===== src/rtl/host_string_validator_macros.svh =====
// Assertion macros for the host string validator.
// Used by the top level; expects clk and rst_n in scope.
`ifndef HOST_STRING_VALIDATOR_MACROS_SVH
`define HOST_STRING_VALIDATOR_MACROS_SVH

// Same-cycle implication, disabled during reset.
`define HSV_ASSERT_IMP(label, ante, cons, msg) \
    label: assert property (@(posedge clk) disable iff (!rst_n) (ante) |-> (cons)) \
        else $error(msg);

// Next-cycle implication, disabled during reset.
`define HSV_ASSERT_NXT(label, ante, cons, msg) \
    label: assert property (@(posedge clk) disable iff (!rst_n) (ante) |=> (cons)) \
        else $error(msg);

`endif


===== src/rtl/hsv_pkg.sv =====
// Shared types and constants for the host string validator.
// No dependencies; imported by every module of the block.
package hsv_pkg;

    // character codes
    localparam logic [7:0] DOT_BYTE    = 8'h2E;
    localparam logic [7:0] HYPHEN_BYTE = 8'h2D;
    localparam logic [7:0] DIGIT_LO    = 8'h30;
    localparam logic [7:0] DIGIT_HI    = 8'h39;
    localparam logic [7:0] UPPER_LO    = 8'h41;
    localparam logic [7:0] UPPER_HI    = 8'h5A;
    localparam logic [7:0] LOWER_LO    = 8'h61;
    localparam logic [7:0] LOWER_HI    = 8'h7A;

    // dotted-quad limits
    localparam logic [8:0] OCTET_MAX  = 9'd255;
    localparam logic [8:0] OCTET_SAT  = 9'd256;
    localparam logic [2:0] QUAD_DOTS  = 3'd3;
    localparam logic [2:0] MAX_DIGITS = 3'd3;
    localparam logic [2:0] DIGITS_SAT = 3'd4;
    localparam logic [2:0] DOTS_SAT   = 3'd7;

    // token queue
    localparam int QUEUE_DEPTH = 4;
    localparam int QUEUE_AW    = $clog2(QUEUE_DEPTH);
    localparam int QUEUE_CW    = $clog2(QUEUE_DEPTH + 1);

    // classified byte, as passed from front to back
    typedef struct packed {
        logic       is_digit;
        logic       is_alpha;
        logic       is_dot;
        logic       is_hyphen;
        logic [3:0] digit;
        logic       no_char;
        logic       last;
    } token_t;

    typedef struct packed {
        logic full;
        logic empty;
    } q_status_t;

endpackage


===== src/rtl/host_string_validator.sv =====
// Top level of the host string validator: front classifier, token queue,
// back-end tracker. Depends on hsv_pkg and host_string_validator_macros.svh.
//
// Usage:
//   Input channel (char_valid / char_stall): one transaction per byte of a
//   host string; no_char marks a transaction without a byte (an empty string
//   is a lone transaction with no_char and last_char set). last_char closes
//   the string.
//   Output channel (verdict_valid / verdict_stall): one transaction per
//   string, carrying host_valid and took_ipv4_path.
//   Throughput: one byte per cycle while the queue is not full; the back end
//   retires one token per cycle from the queue, but holds a last token while
//   a stalled verdict occupies the output register.
//   Verdict path: the last byte's token is registered in the queue, and the
//   verdict is then registered in the output register.
//   The four-entry token queue lets the front keep taking bytes while a
//   verdict waits; char_stall rises only when that queue is full.
//   Reset empties the queue, clears the trackers and drops verdict_valid.
//   When the receiver stalls, the verdict holds and further bytes drain
//   until the next last byte reaches the back end.
`include "host_string_validator_macros.svh"

module host_string_validator (
    input  logic       clk,
    input  logic       rst_n,
    input  logic       char_valid,
    output logic       char_stall,
    input  logic [7:0] char_byte,
    input  logic       no_char,
    input  logic       last_char,
    output logic       verdict_valid,
    input  logic       verdict_stall,
    output logic       host_valid,
    output logic       took_ipv4_path
);
    import hsv_pkg::*;

    token_t    in_tok;
    token_t    q_tok;
    q_status_t q_status;
    logic      push;
    logic      back_pop;

    hsv_front u_front (
        .char_byte (char_byte),
        .no_char   (no_char),
        .last_char (last_char),
        .tok       (in_tok)
    );

    // stall comes straight from the queue's full flag
    assign char_stall = q_status.full;
    assign push       = char_valid && !q_status.full;

    hsv_queue u_queue (
        .clk      (clk),
        .rst_n    (rst_n),
        .push     (push),
        .push_tok (in_tok),
        .pop      (back_pop),
        .pop_tok  (q_tok),
        .status   (q_status)
    );

    hsv_back u_back (
        .clk            (clk),
        .rst_n          (rst_n),
        .tok            (q_tok),
        .q_status       (q_status),
        .pop            (back_pop),
        .verdict_valid  (verdict_valid),
        .verdict_stall  (verdict_stall),
        .host_valid     (host_valid),
        .took_ipv4_path (took_ipv4_path)
    );

    // queue bookkeeping and token-to-verdict hand-off
    `HSV_ASSERT_IMP(a_q_flags, 1'b1, !(q_status.full && q_status.empty), "queue full and empty")
    `HSV_ASSERT_NXT(a_push_lands, push, !q_status.empty, "pushed token lost")
    `HSV_ASSERT_NXT(a_last_verdict, back_pop && q_tok.last, verdict_valid, "no verdict for last")

endmodule


===== src/rtl/hsv_front.sv =====
// Front end: classifies one input byte into a token.
// Depends on hsv_pkg.
module hsv_front (
    input  logic [7:0]      char_byte,
    input  logic            no_char,
    input  logic            last_char,
    output hsv_pkg::token_t tok
);
    import hsv_pkg::*;

    always_comb
    begin
        tok.is_digit  = char_byte inside {[DIGIT_LO:DIGIT_HI]};
        tok.is_alpha  = char_byte inside {[UPPER_LO:UPPER_HI], [LOWER_LO:LOWER_HI]};
        tok.is_dot    = (char_byte == DOT_BYTE);
        tok.is_hyphen = (char_byte == HYPHEN_BYTE);
        tok.digit     = char_byte[3:0];
        tok.no_char   = no_char;
        tok.last      = last_char;
    end

endmodule


===== src/rtl/hsv_queue.sv =====
// Short token queue between front and back.
// Depends on hsv_pkg (token_t, queue sizing).
module hsv_queue (
    input  logic               clk,
    input  logic               rst_n,
    input  logic               push,
    input  hsv_pkg::token_t    push_tok,
    input  logic               pop,
    output hsv_pkg::token_t    pop_tok,
    output hsv_pkg::q_status_t status
);
    import hsv_pkg::*;

    token_t                entry_reg [QUEUE_DEPTH];
    logic [QUEUE_AW-1:0]   wr_ptr_reg, wr_ptr_next;
    logic [QUEUE_AW-1:0]   rd_ptr_reg, rd_ptr_next;
    logic [QUEUE_CW-1:0]   count_reg, count_next;

    always_comb
    begin
        wr_ptr_next = wr_ptr_reg + QUEUE_AW'(push);
        rd_ptr_next = rd_ptr_reg + QUEUE_AW'(pop);
        count_next  = count_reg + QUEUE_CW'(push) - QUEUE_CW'(pop);
    end

    always_ff @(posedge clk or negedge rst_n)
    begin
        if (!rst_n)
        begin
            wr_ptr_reg <= '0;
            rd_ptr_reg <= '0;
            count_reg  <= '0;
        end
        else
        begin
            wr_ptr_reg <= wr_ptr_next;
            rd_ptr_reg <= rd_ptr_next;
            count_reg  <= count_next;
        end
    end

    always_ff @(posedge clk)
    begin
        if (push)
        begin
            entry_reg[wr_ptr_reg] <= push_tok;
        end
    end

    assign pop_tok      = entry_reg[rd_ptr_reg];
    assign status.full  = (count_reg == QUEUE_CW'(QUEUE_DEPTH));
    assign status.empty = (count_reg == '0);

endmodule


===== src/rtl/hsv_back.sv =====
// Back end: runs the quad and hostname trackers on each token and
// registers the verdict. Depends on hsv_pkg.
module hsv_back (
    input  logic               clk,
    input  logic               rst_n,
    input  hsv_pkg::token_t    tok,
    input  hsv_pkg::q_status_t q_status,
    output logic               pop,
    output logic               verdict_valid,
    input  logic               verdict_stall,
    output logic               host_valid,
    output logic               took_ipv4_path
);
    import hsv_pkg::*;

    logic       at_start_reg, at_start_next;
    logic       only_dd_reg, only_dd_next;
    logic [2:0] dot_tally_reg, dot_tally_next;
    logic [2:0] octet_digits_reg, octet_digits_next;
    logic [8:0] octet_value_reg, octet_value_next;
    logic       quad_bad_reg, quad_bad_next;
    logic       name_bad_reg, name_bad_next;
    logic       prev_dot_reg, prev_dot_next;
    logic       prev_hyp_reg, prev_hyp_next;

    logic       out_valid_reg, out_valid_next;
    logic       host_valid_reg, host_valid_next;
    logic       ipv4_reg, ipv4_next;

    // post-byte view of the string
    logic       t_at_start, t_only_dd, t_quad_bad, t_name_bad, t_prev_dot, t_prev_hyp;
    logic [2:0] t_dots, t_digits;
    logic [8:0] t_value;
    logic [11:0] scaled;
    logic       cur_broken, end_broken, out_free, q_bad, n_bad, is_quad;

    always_comb
    begin
        scaled = {octet_value_reg, 3'b000} + {2'b00, octet_value_reg, 1'b0}
                 + {8'h00, tok.digit};
        cur_broken = (octet_digits_reg == '0) || (octet_digits_reg > MAX_DIGITS)
                     || (octet_value_reg > OCTET_MAX);

        t_at_start = at_start_reg;
        t_only_dd  = only_dd_reg;
        t_dots     = dot_tally_reg;
        t_digits   = octet_digits_reg;
        t_value    = octet_value_reg;
        t_quad_bad = quad_bad_reg;
        t_name_bad = name_bad_reg;
        t_prev_dot = prev_dot_reg;
        t_prev_hyp = prev_hyp_reg;

        if (!tok.no_char)
        begin
            if (tok.is_digit)
            begin
                if (octet_digits_reg < DIGITS_SAT)
                begin
                    t_digits = octet_digits_reg + 3'd1;
                end
                t_value = (scaled > {3'b000, OCTET_SAT}) ? OCTET_SAT : scaled[8:0];
            end
            else if (tok.is_dot)
            begin
                t_quad_bad = quad_bad_reg | cur_broken;
                if (dot_tally_reg < DOTS_SAT)
                begin
                    t_dots = dot_tally_reg + 3'd1;
                end
                t_digits = '0;
                t_value  = '0;
            end
            else
            begin
                t_only_dd = 1'b0;
            end

            if (!(tok.is_digit || tok.is_alpha || tok.is_dot || tok.is_hyphen)
                || (at_start_reg && (tok.is_dot || tok.is_hyphen))
                || (tok.is_dot && (prev_dot_reg || prev_hyp_reg))
                || (tok.is_hyphen && prev_dot_reg))
            begin
                t_name_bad = 1'b1;
            end

            t_prev_dot = tok.is_dot;
            t_prev_hyp = tok.is_hyphen;
            t_at_start = 1'b0;
        end

        // verdict on the string as it stands after this token
        end_broken = (t_digits == '0) || (t_digits > MAX_DIGITS) || (t_value > OCTET_MAX);
        q_bad   = t_quad_bad | end_broken;
        n_bad   = t_name_bad | t_prev_dot | t_prev_hyp;
        is_quad = !t_at_start && t_only_dd && (t_dots == QUAD_DOTS);

        out_free = !out_valid_reg || !verdict_stall;
        pop      = !q_status.empty && (!tok.last || out_free);

        at_start_next     = at_start_reg;
        only_dd_next      = only_dd_reg;
        dot_tally_next    = dot_tally_reg;
        octet_digits_next = octet_digits_reg;
        octet_value_next  = octet_value_reg;
        quad_bad_next     = quad_bad_reg;
        name_bad_next     = name_bad_reg;
        prev_dot_next     = prev_dot_reg;
        prev_hyp_next     = prev_hyp_reg;

        if (pop)
        begin
            if (tok.last)
            begin
                // string done: back to the idle view
                at_start_next     = 1'b1;
                only_dd_next      = 1'b1;
                dot_tally_next    = '0;
                octet_digits_next = '0;
                octet_value_next  = '0;
                quad_bad_next     = 1'b0;
                name_bad_next     = 1'b0;
                prev_dot_next     = 1'b0;
                prev_hyp_next     = 1'b0;
            end
            else
            begin
                at_start_next     = t_at_start;
                only_dd_next      = t_only_dd;
                dot_tally_next    = t_dots;
                octet_digits_next = t_digits;
                octet_value_next  = t_value;
                quad_bad_next     = t_quad_bad;
                name_bad_next     = t_name_bad;
                prev_dot_next     = t_prev_dot;
                prev_hyp_next     = t_prev_hyp;
            end
        end

        out_valid_next  = out_valid_reg;
        host_valid_next = host_valid_reg;
        ipv4_next       = ipv4_reg;
        if (out_free)
        begin
            out_valid_next = pop && tok.last;
            if (pop && tok.last)
            begin
                ipv4_next       = is_quad;
                host_valid_next = t_at_start ? 1'b0 : (is_quad ? !q_bad : !n_bad);
            end
        end
    end

    always_ff @(posedge clk or negedge rst_n)
    begin
        if (!rst_n)
        begin
            at_start_reg     <= 1'b1;
            only_dd_reg      <= 1'b1;
            dot_tally_reg    <= '0;
            octet_digits_reg <= '0;
            octet_value_reg  <= '0;
            quad_bad_reg     <= 1'b0;
            name_bad_reg     <= 1'b0;
            prev_dot_reg     <= 1'b0;
            prev_hyp_reg     <= 1'b0;
            out_valid_reg    <= 1'b0;
        end
        else
        begin
            at_start_reg     <= at_start_next;
            only_dd_reg      <= only_dd_next;
            dot_tally_reg    <= dot_tally_next;
            octet_digits_reg <= octet_digits_next;
            octet_value_reg  <= octet_value_next;
            quad_bad_reg     <= quad_bad_next;
            name_bad_reg     <= name_bad_next;
            prev_dot_reg     <= prev_dot_next;
            prev_hyp_reg     <= prev_hyp_next;
            out_valid_reg    <= out_valid_next;
        end
    end

    always_ff @(posedge clk)
    begin
        host_valid_reg <= host_valid_next;
        ipv4_reg       <= ipv4_next;
    end

    assign verdict_valid  = out_valid_reg;
    assign host_valid     = host_valid_reg;
    assign took_ipv4_path = ipv4_reg;

endmodule

===== config.mk =====
export PLATFORM = sky130hd
export DESIGN_NAME = host_string_validator
export DESIGN_NICKNAME = d
export VERILOG_FILES = /design/src/rtl/hsv_pkg.sv /design/src/rtl/host_string_validator.sv /design/src/rtl/hsv_front.sv /design/src/rtl/hsv_queue.sv /design/src/rtl/hsv_back.sv
export VERILOG_INCLUDE_DIRS = /design/src /design/src/rtl
export SDC_FILE = /design/constraint.sdc
export NUM_CORES = 1
export LEC_CHECK = 0
export BUFFER_PORTS_ARGS = -buffer_cell sky130_fd_sc_hd__buf_2
export CAP_MARGIN = 20
export CORE_AREA = 2 2 91 115
export CTS_CLUSTER_DIAMETER = 120
export DETAILED_ROUTE_END_ITERATION = 8
export DIE_AREA = 0 0 93 117
export SLEW_MARGIN = 20
export SYNTH_ARGS = -nofsm -noshare
export SYNTH_HDL_FRONTEND = slang
export SYNTH_SLANG_ARGS = --single-unit

===== constraint.sdc =====
create_clock -name clk -period 8.3 [get_ports clk]
set_input_delay 1.66 -clock clk [delete_from_list [all_inputs] [get_ports clk]]
set_output_delay 1.66 -clock clk [all_outputs]
set_load 0.01 [all_outputs]

---- Word level (Yosys, flattened, before mapping) ----
Memory sizes are Yosys's and may differ from the RTL's.
Cells that the tools add are included.
word-level totals
  bits in writable memories ............... 40
  flip-flop bits (word level) ............. 31
  bits in latches ......................... 0
  input port bits ......................... 14
  memories ................................ 1
  word-level logic and storage cells ...... 119
  output and inout bits ................... 4
  memory bits (read-only) ................. 0
operators by class
  magnitude comparators ................... 13
  $mul .................................... 0
  eq/ne operators ......................... 4
  shifts and indexed selects .............. 0
  $add $sub $neg .......................... 8
  reductions and logical operators ........ 39
  divide/modulo/power cells ............... 0
  bitwise gates (word level) .............. 4
  muxes and demuxes ....................... 35
memories
  name               words  bits a word  read ports  clocked after Yosys merged registers in  wr ports  RTL line         source
  u_queue.entry_reg  4      10           1           0                                        1         hsv_queue.sv:14  token_t entry_reg [QUEUE_DEPTH];
operator list
  cell                 count
  $mux 9               5
  $mux 3               10
  $mux 1               20
  $gt 9x8->1 const B   2
  $eq 8x6->1 const B   2
  $ge 8x7->1 const B   2
  $le 8x7->1 const B   2
  $logic_or 1x1->1     14
  $add 12x10->12       1
  $add 12x4->12        1
  $gt 12x9->1 const B  1
  $logic_and 1x1->1    11
  $logic_not 1->1      9
  $logic_not 3->1      3
  $ge 8x6->1 const B   1
  $le 8x6->1 const B   1
  $add 3x1->3 const B  2
  $gt 3x2->1 const B   2
  $lt 3x3->1 const B   2
  $add 2x1->2          2
  $or 1x1->1           4
  $add 3x1->3          1
  $eq 3x2->1 const B   1
  $eq 3x3->1 const B   1
  3 further kinds      3

---- Logic depth before layout (Yosys ltp) ----
Gate-level depths: netlist of the first run.
An unclocked memory read counts as a cell.
  depth in word-level cells ............... 14
  gate-level depth with buffers ........... 12
  depth with buffers taken out ............ 11

---- By module ----
From an unflattened synthesis of the first run, not the netlist that was laid out.
unflattened totals
  cells, all modules ...................... 313
  area, all modules ....................... 3,833.7 um^2
modules (own cells, without submodules)
  module                 cells each  area an instance (um^2)  instances  seq. area each (um^2)
  hsv_back               218         1,914.3                  1          613.1
  hsv_queue              77          1,786.7                  1          1,376.3
  hsv_front              17          118.9                    1          0.0
  host_string_validator  1           13.8                     1          0.0

---- Worst setup path after synthesis of the first run ----
OpenSTA, ideal clock, no wires.
  path type ............................... input -> register
  start point ............................. input port verdict_stall
  end point ............................... register u_queue.count_reg[2]
  arrival time ............................ 3.281 ns
  slack ................................... 4.893 ns
  data required time ...................... 8.175 ns
  stages on the path ...................... 10
  path buffers ............................ 1
  library setup time ...................... 0.125 ns
  path through ............................ a31o_2 > buf_2 > clkinv_1 > ha_1 > inv_1 > ha_1 > inv_1 > fa_1 > xnor2_1 > xnor2_1
on the way
  cells in the longest elaborated chain, start to end .. 5
ends and longest elaborated chain
  what                       RTL line                     source
  from (decl)                host_string_validator.sv:32  input logic verdict_stall,
  $logic_not 1->1            hsv_back.sv:98               out_free = !out_valid_reg || !verdict_stall;
  $logic_or 1x1->1           hsv_back.sv:98
  $logic_or 1x1->1           hsv_back.sv:99               pop = !q_status.empty && (!tok.last || out_free);
  $logic_and 1x1->1          hsv_back.sv:99
  net back_pop               host_string_validator.sv:42  logic back_pop;
  $sub 3x1->3                hsv_queue.sv:23              count_next = count_reg + QUEUE_CW'(push) - QUEUE_CW'(pop);
  net u_queue.count_next[2]  hsv_queue.sv:17              logic [QUEUE_CW-1:0] count_reg, count_next;
  to (signal assigned)       hsv_queue.sv:38              count_reg <= count_next;
  to (decl)                  hsv_queue.sv:17
The timed path passes the listed nets, and every way through them passes these cells.
A chain may end at the register's enable or synchronous reset.

---- Final worst setup path of the first run ----
  start point ............................. register u_queue.rd_ptr_reg[0]
  end point ............................... register u_back.octet_value_reg[7]
on the way
  cells in the longest elaborated chain, start to end .. 7
  elaborated cells between the ends (all ways) .. 11
  those cells by class .................... add/sub (1); order compare (1); mux (5); reduce/logical (3); memory (1)
ends and longest elaborated chain
  what                    RTL line         source
  from (decl)             hsv_queue.sv:16  logic [QUEUE_AW-1:0] rd_ptr_reg, rd_ptr_next;
  from (signal assigned)  hsv_queue.sv:37  rd_ptr_reg <= rd_ptr_next;
  $mem_v2 4x10 (*)        --
  $add 12x4->12           hsv_back.sv:40   + {8'h00, tok.digit};
  $gt 12x9->1             hsv_back.sv:62   t_value = (scaled > {3'b000, OCTET_SAT}) ? OCTET_SAT : scaled[8:0];
  $mux 9                  hsv_back.sv:62
  $mux 9                  hsv_back.sv:56   if (tok.is_digit)
  $mux 9                  hsv_back.sv:54   if (!tok.no_char)
  $mux 9                  hsv_back.sv:113  if (tok.last)
  to (signal assigned)    hsv_back.sv:175  octet_value_reg <= octet_value_next;
  to (decl)               hsv_back.sv:20   logic [8:0] octet_value_reg, octet_value_next;
Every way passes the cells marked *; elsewhere a longest branch is shown, timed or not.

==> results of run 1 <==
## path summary, 6_finish.rpt
path | cells past startpoint | endpoint | slack (ps)
setup / recovery | 10 | u_back.octet_value_reg[7] | 4400
hold / removal | 2 | u_back.only_dd_reg | 470
setup reg to reg | 10 | u_back.octet_value_reg[7] | 4400
hold reg to reg | 2 | u_back.only_dd_reg | 470
max in group asynchronous | 1 | u_queue.count_reg[1] | 6480
min in group asynchronous | 1 | u_back.verdict_valid | 1370
## per-layer routing
layer,track usage [%],vias up
li1,-,1235
met1,17.9,1283
met2,26.9,21
met3,3.33,8
met4,4.90,0
met5,0,-
## area by class of cell
type	count	area, um2	share of cell area (%)
clock inverters	7	63.8	1.47
flip-flops and latches	71	1990	45.9
repair buffers	18	92.6	2.14
inverters	21	78.8	1.82
clock buffers	9	225	5.20
multi-input cells	206	1720	39.8
well taps	129	161	3.72
## where the power goes
part / switching, mW / internal (mW)
clock network: 0.160 / 0.209
logic: 0.390 / 0.260
registers: 0.0761 / 0.480
total: 0.626 / 0.949
## critical path, cell delays in order, from the launching register on
cell and delay [ps]:
dfrtp_1 700, mux4_1 630, inv_1 90, fa_1 450, fa_1 480, nand2b_1 190
a21o_1 190, o221ai_1 200, nand4_1 190, or2_2 350, o41ai_1 330
## cells by family (layout without fill, tap and decap cells)
kind of cell	count (synthesis)	after routing	share of synthesized area, %
compound gates	76	76	14.4
xor+xnor	7	7	1.59
fa+ha+maj	27	27	9.34
buf+inv	31	55	3.79
flops	71	71	51.6
mux	12	12	7.04
simple gates	84	84	12.3
## cells in the final DEF, fill, tap and decap left out, types with 4 or more instances in the layout
cell	synthesis	final
edfxtp_1	42	42
clkbuf_16	0	9
inv_1	20	20
dfrtp_1	27	27
nand3_1	5	5
a32o_1	6	6
nor3_1	6	6
o211ai_1	4	4
nor2_1	14	14
xor2_1	5	5
ha_1	24	24
mux4_1	7	7
nand2_1	23	23
a21oi_1	14	14
a21o_1	4	4
nand4_1	5	5
or2_2	4	4
nor3b_1	6	6
o21ai_0	10	10
a22oi_1	4	4
buf_2	3	17
==> results by group, run 1 <==
Setup path
  • CP startpoint: u_queue.rd_ptr_reg[0]
  • CP max FO: 11
  • Critical path type: reg -> reg
  • Crit path launch type: flop
  • Arr. time, crit path: 4120 ps
  • CP endpoint kind: flop
  • CP Data Required Time: 8520 ps
  • Worst r2r src: u_queue.rd_ptr_reg[0]

Power and ir drop
  • PD cells: 364 mW/mm2
  • Total power: 1.58 mW
  • VDD IR-drop max: 177 uV
  • Leakage power: 1.74 nW

Final layout
  • Final cell utilization of the core: 44.0%
  • Post-route cell area: 0.00433 mm2
  • Number of flip-flops under the largest register name: 40
  • Layout area overhead: 12.3%
  • Final net count: 368
  • Filler instances: 935
  • Share of cells above drive strength 1: 15.1%
  • Final std cells w/o fill: 461
  • Diode count: 0

STA
  • RSZ-0062 raised after global routing: false
  • Min Tclk post-route: 3900 ps
  • Tcrit/Tclk final: 47.0%
  • Clk_skew: 5.47 ps
  • Final setup viols: 0
  • Slew Limit Fails: 0
  • Final worst slack: 4400 ps
  • Hold Vio Cnt, Final: 0
  • Max Fclk: 0.256 GHz
  • Fin Hold WS: 469 ps
  • Actual slew at the worst max-slew pin: 903 ps
  • Slew margin rel.: 39.6%
  • Setup_tns: 0 ps

Placed design
  • Worst slack, placed: 4370 ps
  • Port-buffer cells: 17
  • Area after DPL: 0.00405 mm2
  • Post-DP HPWL: 5430 um
  • Placed cells: 445
  • GPL Wtd Cong: 0.842

Routing
  • Wire length on met3: 114 um
  • Wire length per cell: 16.4 um
  • DRC: 0
  • Metal-1 WL: 3370 um
  • Final ANT Viol Nets: 0
  • Total number of vias: 2547
  • Met2 wire len: 3950 um
  • Initial drt markers: 132
  • Drt pass-1 iters: 4
  • Vias per inst: 5.52
  • Post-Route WL: 7540 um
  • Top sig layer: met4

Clocking
  • CTS Sinks: 71
  • Clock transition at the registers of the reported paths: 60 ps
  • TritonCTS buffer count: 9
  • CTS root buffer: clkbuf_16
  • CTS tree: built
  • Max H-tree Level: 3
  • Clock Latency Late Sink: 330 ps
  • Post-CTS Setup Repair Bufs: 0
  • # resized after CTS: 0
  • Hold-fix buffers, CTS: 0
  • Clk buf depth: 2

Outcome
  • Status: finished, final reports clean

Global route
  • Vias in the first global route: 2564
  • Initial antenna violation count: 0
  • Total track usage: 15.0%
  • Pin count of the biggest net entering global routing: 30
  • First-pass GRT wire length: 12600 um
  • Remaining Overflow, GRT: 0

Logic synthesis
  • Ranking of synthesized cells by area: edfxtp_1 (33%), dfrtp_1 (18%), ha_1 (7.8%)
  • Share of the synthesized area in the top cell type: 32.7%
  • Post-synthesis instance total: 308
  • Flops & latches, synth: 71
  • Synthesis Warnings: 0
  • Syn nets: 349
  • Part of the Yosys area used for sequential elements: 51.6%
  • Area leader, netlist: edfxtp_1
  • Top FF cell, synth: edfxtp_1
  • Most frequent cell after synthesis: edfxtp_1
  • Number of unique standard cell types used by synthesis: 63
  • Mapped Avg Cell Area: 12.5 um2
  • Post-synth top cells: edfxtp_1 (42), dfrtp_1 (27), ha_1 (24), nand2_1 (23), inv_1 (20)
  • Cell Area, Synth: 0.00386 mm2
  • Post-synth EDFFs: 42
  • Ys async rst share: 40.8%

Die
  • Initial core utilization: 39.2%
  • I/O Pins: 18
  • Die extent in x: 93 um
  • Cell Rows: 41
  • Die area: 0.0109 mm2
  • Core area: 0.00985 mm2
  • Die H: 117 um

Hold path
  • Hold crit path type: reg -> reg
  • Worst hold start: u_back.only_dd_reg

Run
  • Max cap viols: 0
(Power assumes the default switching activity.)
==> run 2, diff against run 1 <==
--- a/config.mk
+++ b/config.mk
@@ -6,12 +6,13 @@
 export SDC_FILE = /design/constraint.sdc
 export NUM_CORES = 1
 export LEC_CHECK = 0
+export ABC_AREA = 1
 export BUFFER_PORTS_ARGS = -buffer_cell sky130_fd_sc_hd__buf_2
 export CAP_MARGIN = 20
-export CORE_AREA = 2 2 91 115
+export CORE_AREA = 2 2 94 119
 export CTS_CLUSTER_DIAMETER = 120
 export DETAILED_ROUTE_END_ITERATION = 8
-export DIE_AREA = 0 0 93 117
+export DIE_AREA = 0 0 96 121
 export SLEW_MARGIN = 20
 export SYNTH_ARGS = -nofsm -noshare
 export SYNTH_HDL_FRONTEND = slang
==> constraint.sdc (replaced) <==
create_clock -name clk -period 3.71 [get_ports clk]
set_input_delay 0.742 -clock clk [delete_from_list [all_inputs] [get_ports clk]]
set_output_delay 0.742 -clock clk [all_outputs]
set_load 0.01 [all_outputs]
==> run 2 against run 1 <==
Die area increased by 6.8%. Synthesized cell count rose by 57%. First-iteration DRC count up 1.5%. Clock skew rose by 3.5 ps. Highest routed layer unchanged.
==> results by group, run 2 <==
Setup path
  • CP endpoint kind: flop
  • Critical path type: reg -> reg
  • CP peak stage delay: 470 ps (-230 ps)
  • CP max FO: 15 (+4)
  • Crit path launch type: flop
  • Crit path cell chain: inv_2 -> buf_4 -> o21ai_0 -> o22ai_1 -> ha_1 -> ha_1 -> inv_1 -> fa_1 -> inv_1 -> nand2_1 -> nand2_1 -> nand2_1 -> nand3_1 -> nand2_1 -> nor2_1 -> nand3_1 -> nor2_1 -> nand4_1 -> nand2_1
  • Cell mode on critical path: nand2_1
  • Arr. time, crit path: 3460 ps (-660 ps)
  • CP max-delay cell: dfrtp_1
  • CP Data Required Time: 3980 ps (-4540 ps)

Logic synthesis
  • Syn nets: 526 (+51%)
  • Synthesis Warnings: 0 (unchanged)
  • Post-synth EDFFs: 42 (unchanged)
  • Most frequent cell after synthesis: nand2_1
  • Ys async rst share: 40.8% (unchanged)
  • Area leader, netlist: edfxtp_1
  • Post-synth top cells: nand2_1 (148), inv_1 (62), edfxtp_1 (42), nor2_1 (37), nand3_1 (32)
  • Share of the synthesized area in the top cell type: 30.8% (-1.9 points)
  • Ranking of synthesized cells by area: edfxtp_1 (31%), dfrtp_1 (16%), nand2_1 (14%)
  • Cell Area, Synth: 0.00410 mm2 (+6.3%)
  • Number of unique standard cell types used by synthesis: 38 (-40%)
  • Post-synthesis instance total: 485 (+57%)
  • Part of the Yosys area used for sequential elements: 48.5% (-3.1 points)
  • Top FF cell, synth: edfxtp_1
  • Mapped Avg Cell Area: 8.46 um2 (-33%)
  • Flops & latches, synth: 71 (unchanged)

Die
  • Initial core utilization: 39.2% (+0.043 points)
  • I/O Pins: 18 (unchanged)
  • Die extent in x: 96 um (+3.2%)
  • Die H: 121 um (+3.4%)
  • Core area: 0.0105 mm2 (+6.2%)
  • Cell Rows: 42 (+2.4%)
  • Die area: 0.0116 mm2 (+6.8%)

STA
  • Tcrit/Tclk final: 86.0% (+39 points)
  • Setup_tns: 0 ps (unchanged)
  • Max Fclk: 0.314 GHz (+22%)
  • RSZ-0062 raised after global routing: false
  • Slew Limit Fails: 0 (unchanged)
  • Final setup viols: 0 (unchanged)
  • Clk_skew: 8.99 ps (+3.52 ps)
  • Slew margin rel.: 55.1% (+16 points)
  • Hold Vio Cnt, Final: 0 (unchanged)
  • Min Tclk post-route: 3190 ps (-712 ps)
  • Actual slew at the worst max-slew pin: 673 ps (-230 ps)

Global route
  • Vias in the first global route: 3224 (+26%)
  • Pin count of the biggest net entering global routing: 30 (unchanged)
  • Initial antenna violation count: 0 (unchanged)
  • First-pass GRT wire length: 14700 um (+17%)
  • Total track usage: 16.4% (+1.5 points)
  • Remaining Overflow, GRT: 0 (unchanged)

Clocking
  • Clock Latency Late Sink: 340 ps (about the same)
  • CTS Sinks: 71 (unchanged)
  • Clk buf depth: 2 (unchanged)
  • TritonCTS buffer count: 9 (unchanged)
  • Hold-fix buffers, CTS: 0 (unchanged)
  • Clock transition at the registers of the reported paths: 60 ps (about the same)
  • CTS root buffer: clkbuf_16
  • CTS tree: built
  • Post-CTS Setup Repair Bufs: 0 (unchanged)
  • # resized after CTS: 0 (unchanged)
  • Max H-tree Level: 3 (unchanged)

Run
  • Max cap viols: 0 (unchanged)

Routing
  • Vias per inst: 4.94 (-11%)
  • Total number of vias: 3198 (+26%)
  • Wire length per cell: 13.4 um (-18%)
  • Final ANT Viol Nets: 0 (unchanged)
  • Drt pass-1 iters: 4 (unchanged)
  • Post-Route WL: 8710 um (+15%)
  • Initial drt markers: 134 (+1.5%)
  • DRC: 0 (unchanged)

Power and ir drop
  • Clk network pwr share: 22.7% (-0.7 points)
  • Net Sw Power: 1.71 mW (+170%)
  • Internal: 2.22 mW (+130%)
  • PD cells: 845 mW/mm2 (+130%)
  • Switch share: 43.5% (+3.7 points)
  • Logic pwr share: 46.8% (+5.5 points)
  • Leakage power: 2.25 nW (+29%)
  • VDD IR-drop max: 353 uV (+100%)
  • Reg power frac: 30.5% (-4.8 points)

Final layout
  • Most common cell after layout, fill and taps aside: nand2_1
  • Diode count: 0 (unchanged)
  • Commonest cells after routing, fill and taps aside: nand2_1 (148), inv_1 (62), edfxtp_1 (42)
  • Final std cells w/o fill: 648 (+41%)
  • Filler instances: 1020 (+9.1%)
  • Layout area overhead: 13.4%
  • Share of cells above drive strength 1: 11.6% (-3.4 points)
  • Final cell utilization of the core: 44.5% (+0.48 points)
  • Register area: 0.00199 mm2 (unchanged)
  • Area of the multi-input gates: 0.00179 mm2 (+4.1%)
  • Number of flip-flops under the largest register name: 40 (unchanged)
  • Final net count: 552 (+50%)

Hold path
  • Hold crit path type: in -> async

Outcome
  • Status: finished, final reports clean

Placed design
  • Port-buffer cells: 17 (unchanged)
  • Post-DP HPWL: 6350 um (+17%)
  • Placed cells: 632 (+42%)
  • GPL Wtd Cong: 0.796 (-5.5%)
run 2: cell count changes in the layout (fill, tap and decap cells not counted), sizes merged, moves of 7 or more:
cell   delta
nor2     +24
mux4     -10
buf       +7
nand2   +129
o21ai    +16
nand3    +29
inv      +46
run 2: final timing paths:
| path | from | end | slack [ps] | cells past startpoint |
|---|---|---|---|---|
| max | u_queue.rd_ptr_reg[0] | u_back.octet_value_reg[7] | 520 | 19 |
| max in group asynchronous | rst_n | u_back.octet_value_reg[1] | 2830 | 1 |
| max reg2reg | u_queue.rd_ptr_reg[0] | u_back.octet_value_reg[7] | 520 | 19 |
| min reg2reg | u_back.only_dd_reg | u_back.only_dd_reg | 480 | 2 |
| min in group clk | u_back.only_dd_reg | u_back.only_dd_reg | 480 | 2 |
| min | rst_n | u_back.dot_tally_reg[0] | 440 | 1 |
run 2: worst max-delay path: cells and delay by family (launching register included):
family	cells	cell delay, ps
adders and majority gates	3	780
DFF	1	470
and+or+nand+nor	10	1060
AOI/OAI and AO/OA	2	290
buffers and inverters	4	510
run 2: per-layer routing:
layer / global-route usage [%] / wire length (um)
met4: 6.16 / 185
met3: 2.30 / 213
met5: 0 / 0
met2: 29.3 / 4580
met1: 19.6 / 3730
run 2: cell type report:
class,instances,share of cell area [%]
repair buffers,25,3.04
well taps,132,3.55
clock buffers,10,5.14
multi-input cells,337,38.5
clock inverters,6,1.56
flip-flops and latches,71,42.8
inverters,67,5.41
run 2: cell families (layout without fill, tap and decap cells):
group | count (synthesis) | in the layout | share of synthesized area (%)
AO/OA/AOI/OAI | 54 | 54 | 7.63
adder cells (fa/ha/maj) | 27 | 27 | 8.79
buffers and inverters | 77 | 108 | 7.78
XOR/XNOR | 7 | 7 | 1.49
flip-flops | 71 | 71 | 48.5
AND/OR/NAND/NOR | 249 | 249 | 25.8
run 2: power by group through the flow:
stage / Clock (mW) / Sequential (mW) / Combinational (mW)
final: 0.893 / 1.20 / 1.84
after CTS: 0.909 / 1.20 / 1.86
after floorplan: 0 / 1.18 / 1.42
after global placement: 0 / 1.21 / 1.81
after detailed placement: 0 / 1.21 / 1.85
after global routing: 0.943 / 1.22 / 2.10
run 2: per-stage QoR:
step	hold slack (ps)	instance area (um2)	setup slack (ps)	power [mW]
2_1_floorplan	441	4100	771	2.60
3_3_place_gp	452	4340	592	3.02
3_5_place_dp	470	4340	534	3.06
4_1_cts	468	4650	503	3.96
5_1_grt	492	4650	152	4.26
6_report	441	4650	521	3.93
==> run 3, diff against run 2 <==
--- a/config.mk
+++ b/config.mk
@@ -6,13 +6,12 @@
 export SDC_FILE = /design/constraint.sdc
 export NUM_CORES = 1
 export LEC_CHECK = 0
-export ABC_AREA = 1
 export BUFFER_PORTS_ARGS = -buffer_cell sky130_fd_sc_hd__buf_2
 export CAP_MARGIN = 20
-export CORE_AREA = 2 2 94 119
+export CORE_AREA = 2 2 91 115
 export CTS_CLUSTER_DIAMETER = 120
 export DETAILED_ROUTE_END_ITERATION = 8
-export DIE_AREA = 0 0 96 121
+export DIE_AREA = 0 0 93 117
 export SLEW_MARGIN = 20
 export SYNTH_ARGS = -nofsm -noshare
 export SYNTH_HDL_FRONTEND = slang
==> run 3 against run 2 <==
Worst hold slack is essentially flat. Combinational power shrank 16%. Register-to-register slack lost 270 ps. Flip-flop and latch count is the same. Die area shrank 6.3%. Sequential share of layout area grew 2.7 points. Clock power shrank 8.1%. Count of clock-buffer cells in the layout shrank 1. Via count shrank 21%. Cell area shrank 6.0%. Critical path type unchanged. Critical endpoint unchanged.
==> results by group, run 3 (synthesis gave the netlist of run 1 again) <==
Setup path
  • Top delay family on crit path: adder cells
  • Crit path cell chain: mux4_1 -> inv_1 -> fa_1 -> fa_2 -> nand2b_1 -> a21o_1 -> o221ai_1 -> nand4_1 -> or2_2 -> o41ai_1
  • CP max-delay cell: mux4_1
  • CP Data Required Time: 3920 ps (-60 ps)
  • WP buf/inv: 1 (-3)
  • CP max FO: 3 (-12)
  • Crit path launch type: flop
  • CP endpoint kind: flop
  • Arr. time, crit path: 3670 ps (+210 ps)
  • Critical path type: reg -> reg
  • CP peak stage delay: 550 ps (+80 ps)

Global route
  • First-pass GRT wire length: 12800 um (-13%)
  • Total track usage: 15.1% (-1.3 points)
  • Vias in the first global route: 2583 (-20%)
  • Pin count of the biggest net entering global routing: 30 (unchanged)
  • Remaining Overflow, GRT: 0 (unchanged)
  • Initial antenna violation count: 0 (unchanged)

Hold path
  • Hold crit path type: in -> async

Final layout
  • Filler instances: 918 (-10%)
  • Commonest cells after routing, fill and taps aside: edfxtp_1 (42), dfrtp_1 (27), ha_1 (24)
  • Diode count: 0 (unchanged)
  • Number of flip-flops under the largest register name: 40 (unchanged)
  • Share of cells above drive strength 1: 16.6% (+5.0 points)
  • Final net count: 373 (-32%)
  • Layout area overhead: 13.3% (about the same)
  • Final std cells w/o fill: 466 (-28%)
  • Most common cell after layout, fill and taps aside: edfxtp_1

STA
  • Tcrit/Tclk final: 93.2% (+7.3 points)
  • Clk_skew: 7.17 ps (-1.82 ps)
  • Max Fclk: 0.289 GHz (-7.8%)
  • Setup_tns: 0 ps (unchanged)
  • Hold Vio Cnt, Final: 0 (unchanged)
  • Slew margin rel.: 53.9% (-1.2 points)
  • Final setup viols: 0 (unchanged)
  • Min Tclk post-route: 3460 ps (+270 ps)
  • Actual slew at the worst max-slew pin: 691 ps (+18.3 ps)
  • RSZ-0062 raised after global routing: false
  • Slew Limit Fails: 0 (unchanged)

Power and ir drop
  • Leakage power: 1.76 nW (-22%)
  • PD cells: 817 mW/mm2 (-3.2%)
  • Clk network pwr share: 23.0% (+0.3 points)
  • Switch share: 39.5% (-3.9 points)
  • Net Sw Power: 1.41 mW (-17%)
  • VDD IR-drop max: 390 uV (+10%)
  • Internal: 2.16 mW (-2.7%)
  • Logic pwr share: 43.3% (-3.5 points)
  • Reg power frac: 33.7% (+3.2 points)

Routing
  • Wire length on met3: 144 um (-32%)
  • Met2 wire len: 4010 um (-13%)
  • Wire length per cell: 16.4 um (+22%)
  • Final ANT Viol Nets: 0 (unchanged)
  • Total number of vias: 2541 (-21%)
  • Vias per inst: 5.45 (+10%)
  • DRC: 0 (unchanged)
  • Post-Route WL: 7630 um (-12%)
  • Top sig layer: met4
  • Drt pass-1 iters: 4 (unchanged)
  • Metal-1 WL: 3390 um (-9.2%)
  • Initial drt markers: 164 (+22%)

Placed design
  • GPL Wtd Cong: 0.841 (+5.7%)
  • Placed cells: 450 (-29%)
  • Port-buffer cells: 17 (unchanged)
  • Post-DP HPWL: 5530 um (-13%)

Clocking
  • CTS tree: built
  • Post-CTS Setup Repair Bufs: 0 (unchanged)
  • Clk buf depth: 2 (unchanged)
  • Clock Latency Late Sink: 330 ps (about the same)
  • CTS root buffer: clkbuf_16
  • Max H-tree Level: 3 (unchanged)
  • TritonCTS buffer count: 9 (unchanged)
  • Clock transition at the registers of the reported paths: 70 ps (about the same)
  • Hold-fix buffers, CTS: 0 (unchanged)
  • CTS Sinks: 71 (unchanged)

Die
  • Core area: 0.00985 mm2 (-5.8%)
  • Cell Rows: 41 (-2.4%)
  • Die H: 117 um (-3.3%)
  • Die extent in x: 93 um (-3.1%)
  • Initial core utilization: 39.2% (-0.043 points)
  • Die area: 0.0109 mm2 (-6.3%)
  • I/O Pins: 18 (unchanged)

Outcome
  • Status: finished, final reports clean

Run
  • Max cap viols: 0 (unchanged)
## run 3: path summary, 6_finish.rpt
kind / from / endpoint / slack (ps) / cells past startpoint
min in group clk: u_back.only_dd_reg / u_back.only_dd_reg / 480 / 2
setup / recovery: u_queue.rd_ptr_reg[0] / u_back.octet_value_reg[7] / 250 / 10
hold reg to reg: u_back.only_dd_reg / u_back.only_dd_reg / 480 / 2
setup reg to reg: u_queue.rd_ptr_reg[0] / u_back.octet_value_reg[7] / 250 / 10
hold / removal: rst_n / u_back.octet_digits_reg[2] / 440 / 1
max in group asynchronous: rst_n / u_queue.count_reg[2] / 2800 / 1
## run 3: layer usage
metal | global-route usage [%] | up-vias
met4 | 6.18 | 0
met3 | 2.43 | 7
met2 | 26.8 | 27
li1 | - | 1251
met1 | 18.5 | 1256
met5 | 0 | -
## run 3: power groups by stage
| stage | Combinational (mW) | Sequential [mW] | Clock, mW |
|---|---|---|---|
| floorplan | 1.20 | 1.19 | 0 |
| global placement | 1.52 | 1.21 | 0 |
| detailed placement | 1.55 | 1.22 | 0 |
| CTS | 1.57 | 1.21 | 0.835 |
| global route | 1.73 | 1.23 | 0.875 |
| finish | 1.55 | 1.21 | 0.821 |
## run 3: layout make-up
| type | count | area, um2 | share of cell area [%] |
|---|---|---|---|
| multi-input cells | 206 | 1730 | 39.5 |
| clock inverters | 7 | 62.6 | 1.43 |
| flip-flops and latches | 71 | 1990 | 45.5 |
| well taps | 129 | 161 | 3.69 |
| clock buffers | 9 | 225 | 5.15 |
| repair buffers | 23 | 130 | 2.98 |
| inverters | 21 | 78.8 | 1.80 |
## run 3: what timing repair did
item,in CTS,in global routing
resized for setup,0,1
endpoints found under the setup margin,0,6
hold endpoints to repair,0,0
## run 3: per-stage QoR
step	instance area [um2]	util [%]	power, mW	hold slack, ps	setup slack (ps)
after floorplan	3860	-	2.39	445	335
after global placement	4080	41.5	2.73	458	307
after detailed placement	4080	41.5	2.78	470	230
after CTS	4370	44.4	3.61	479	181
after global routing	4370	44.4	3.84	493	48.6
final	4370	44.4	3.57	441	251
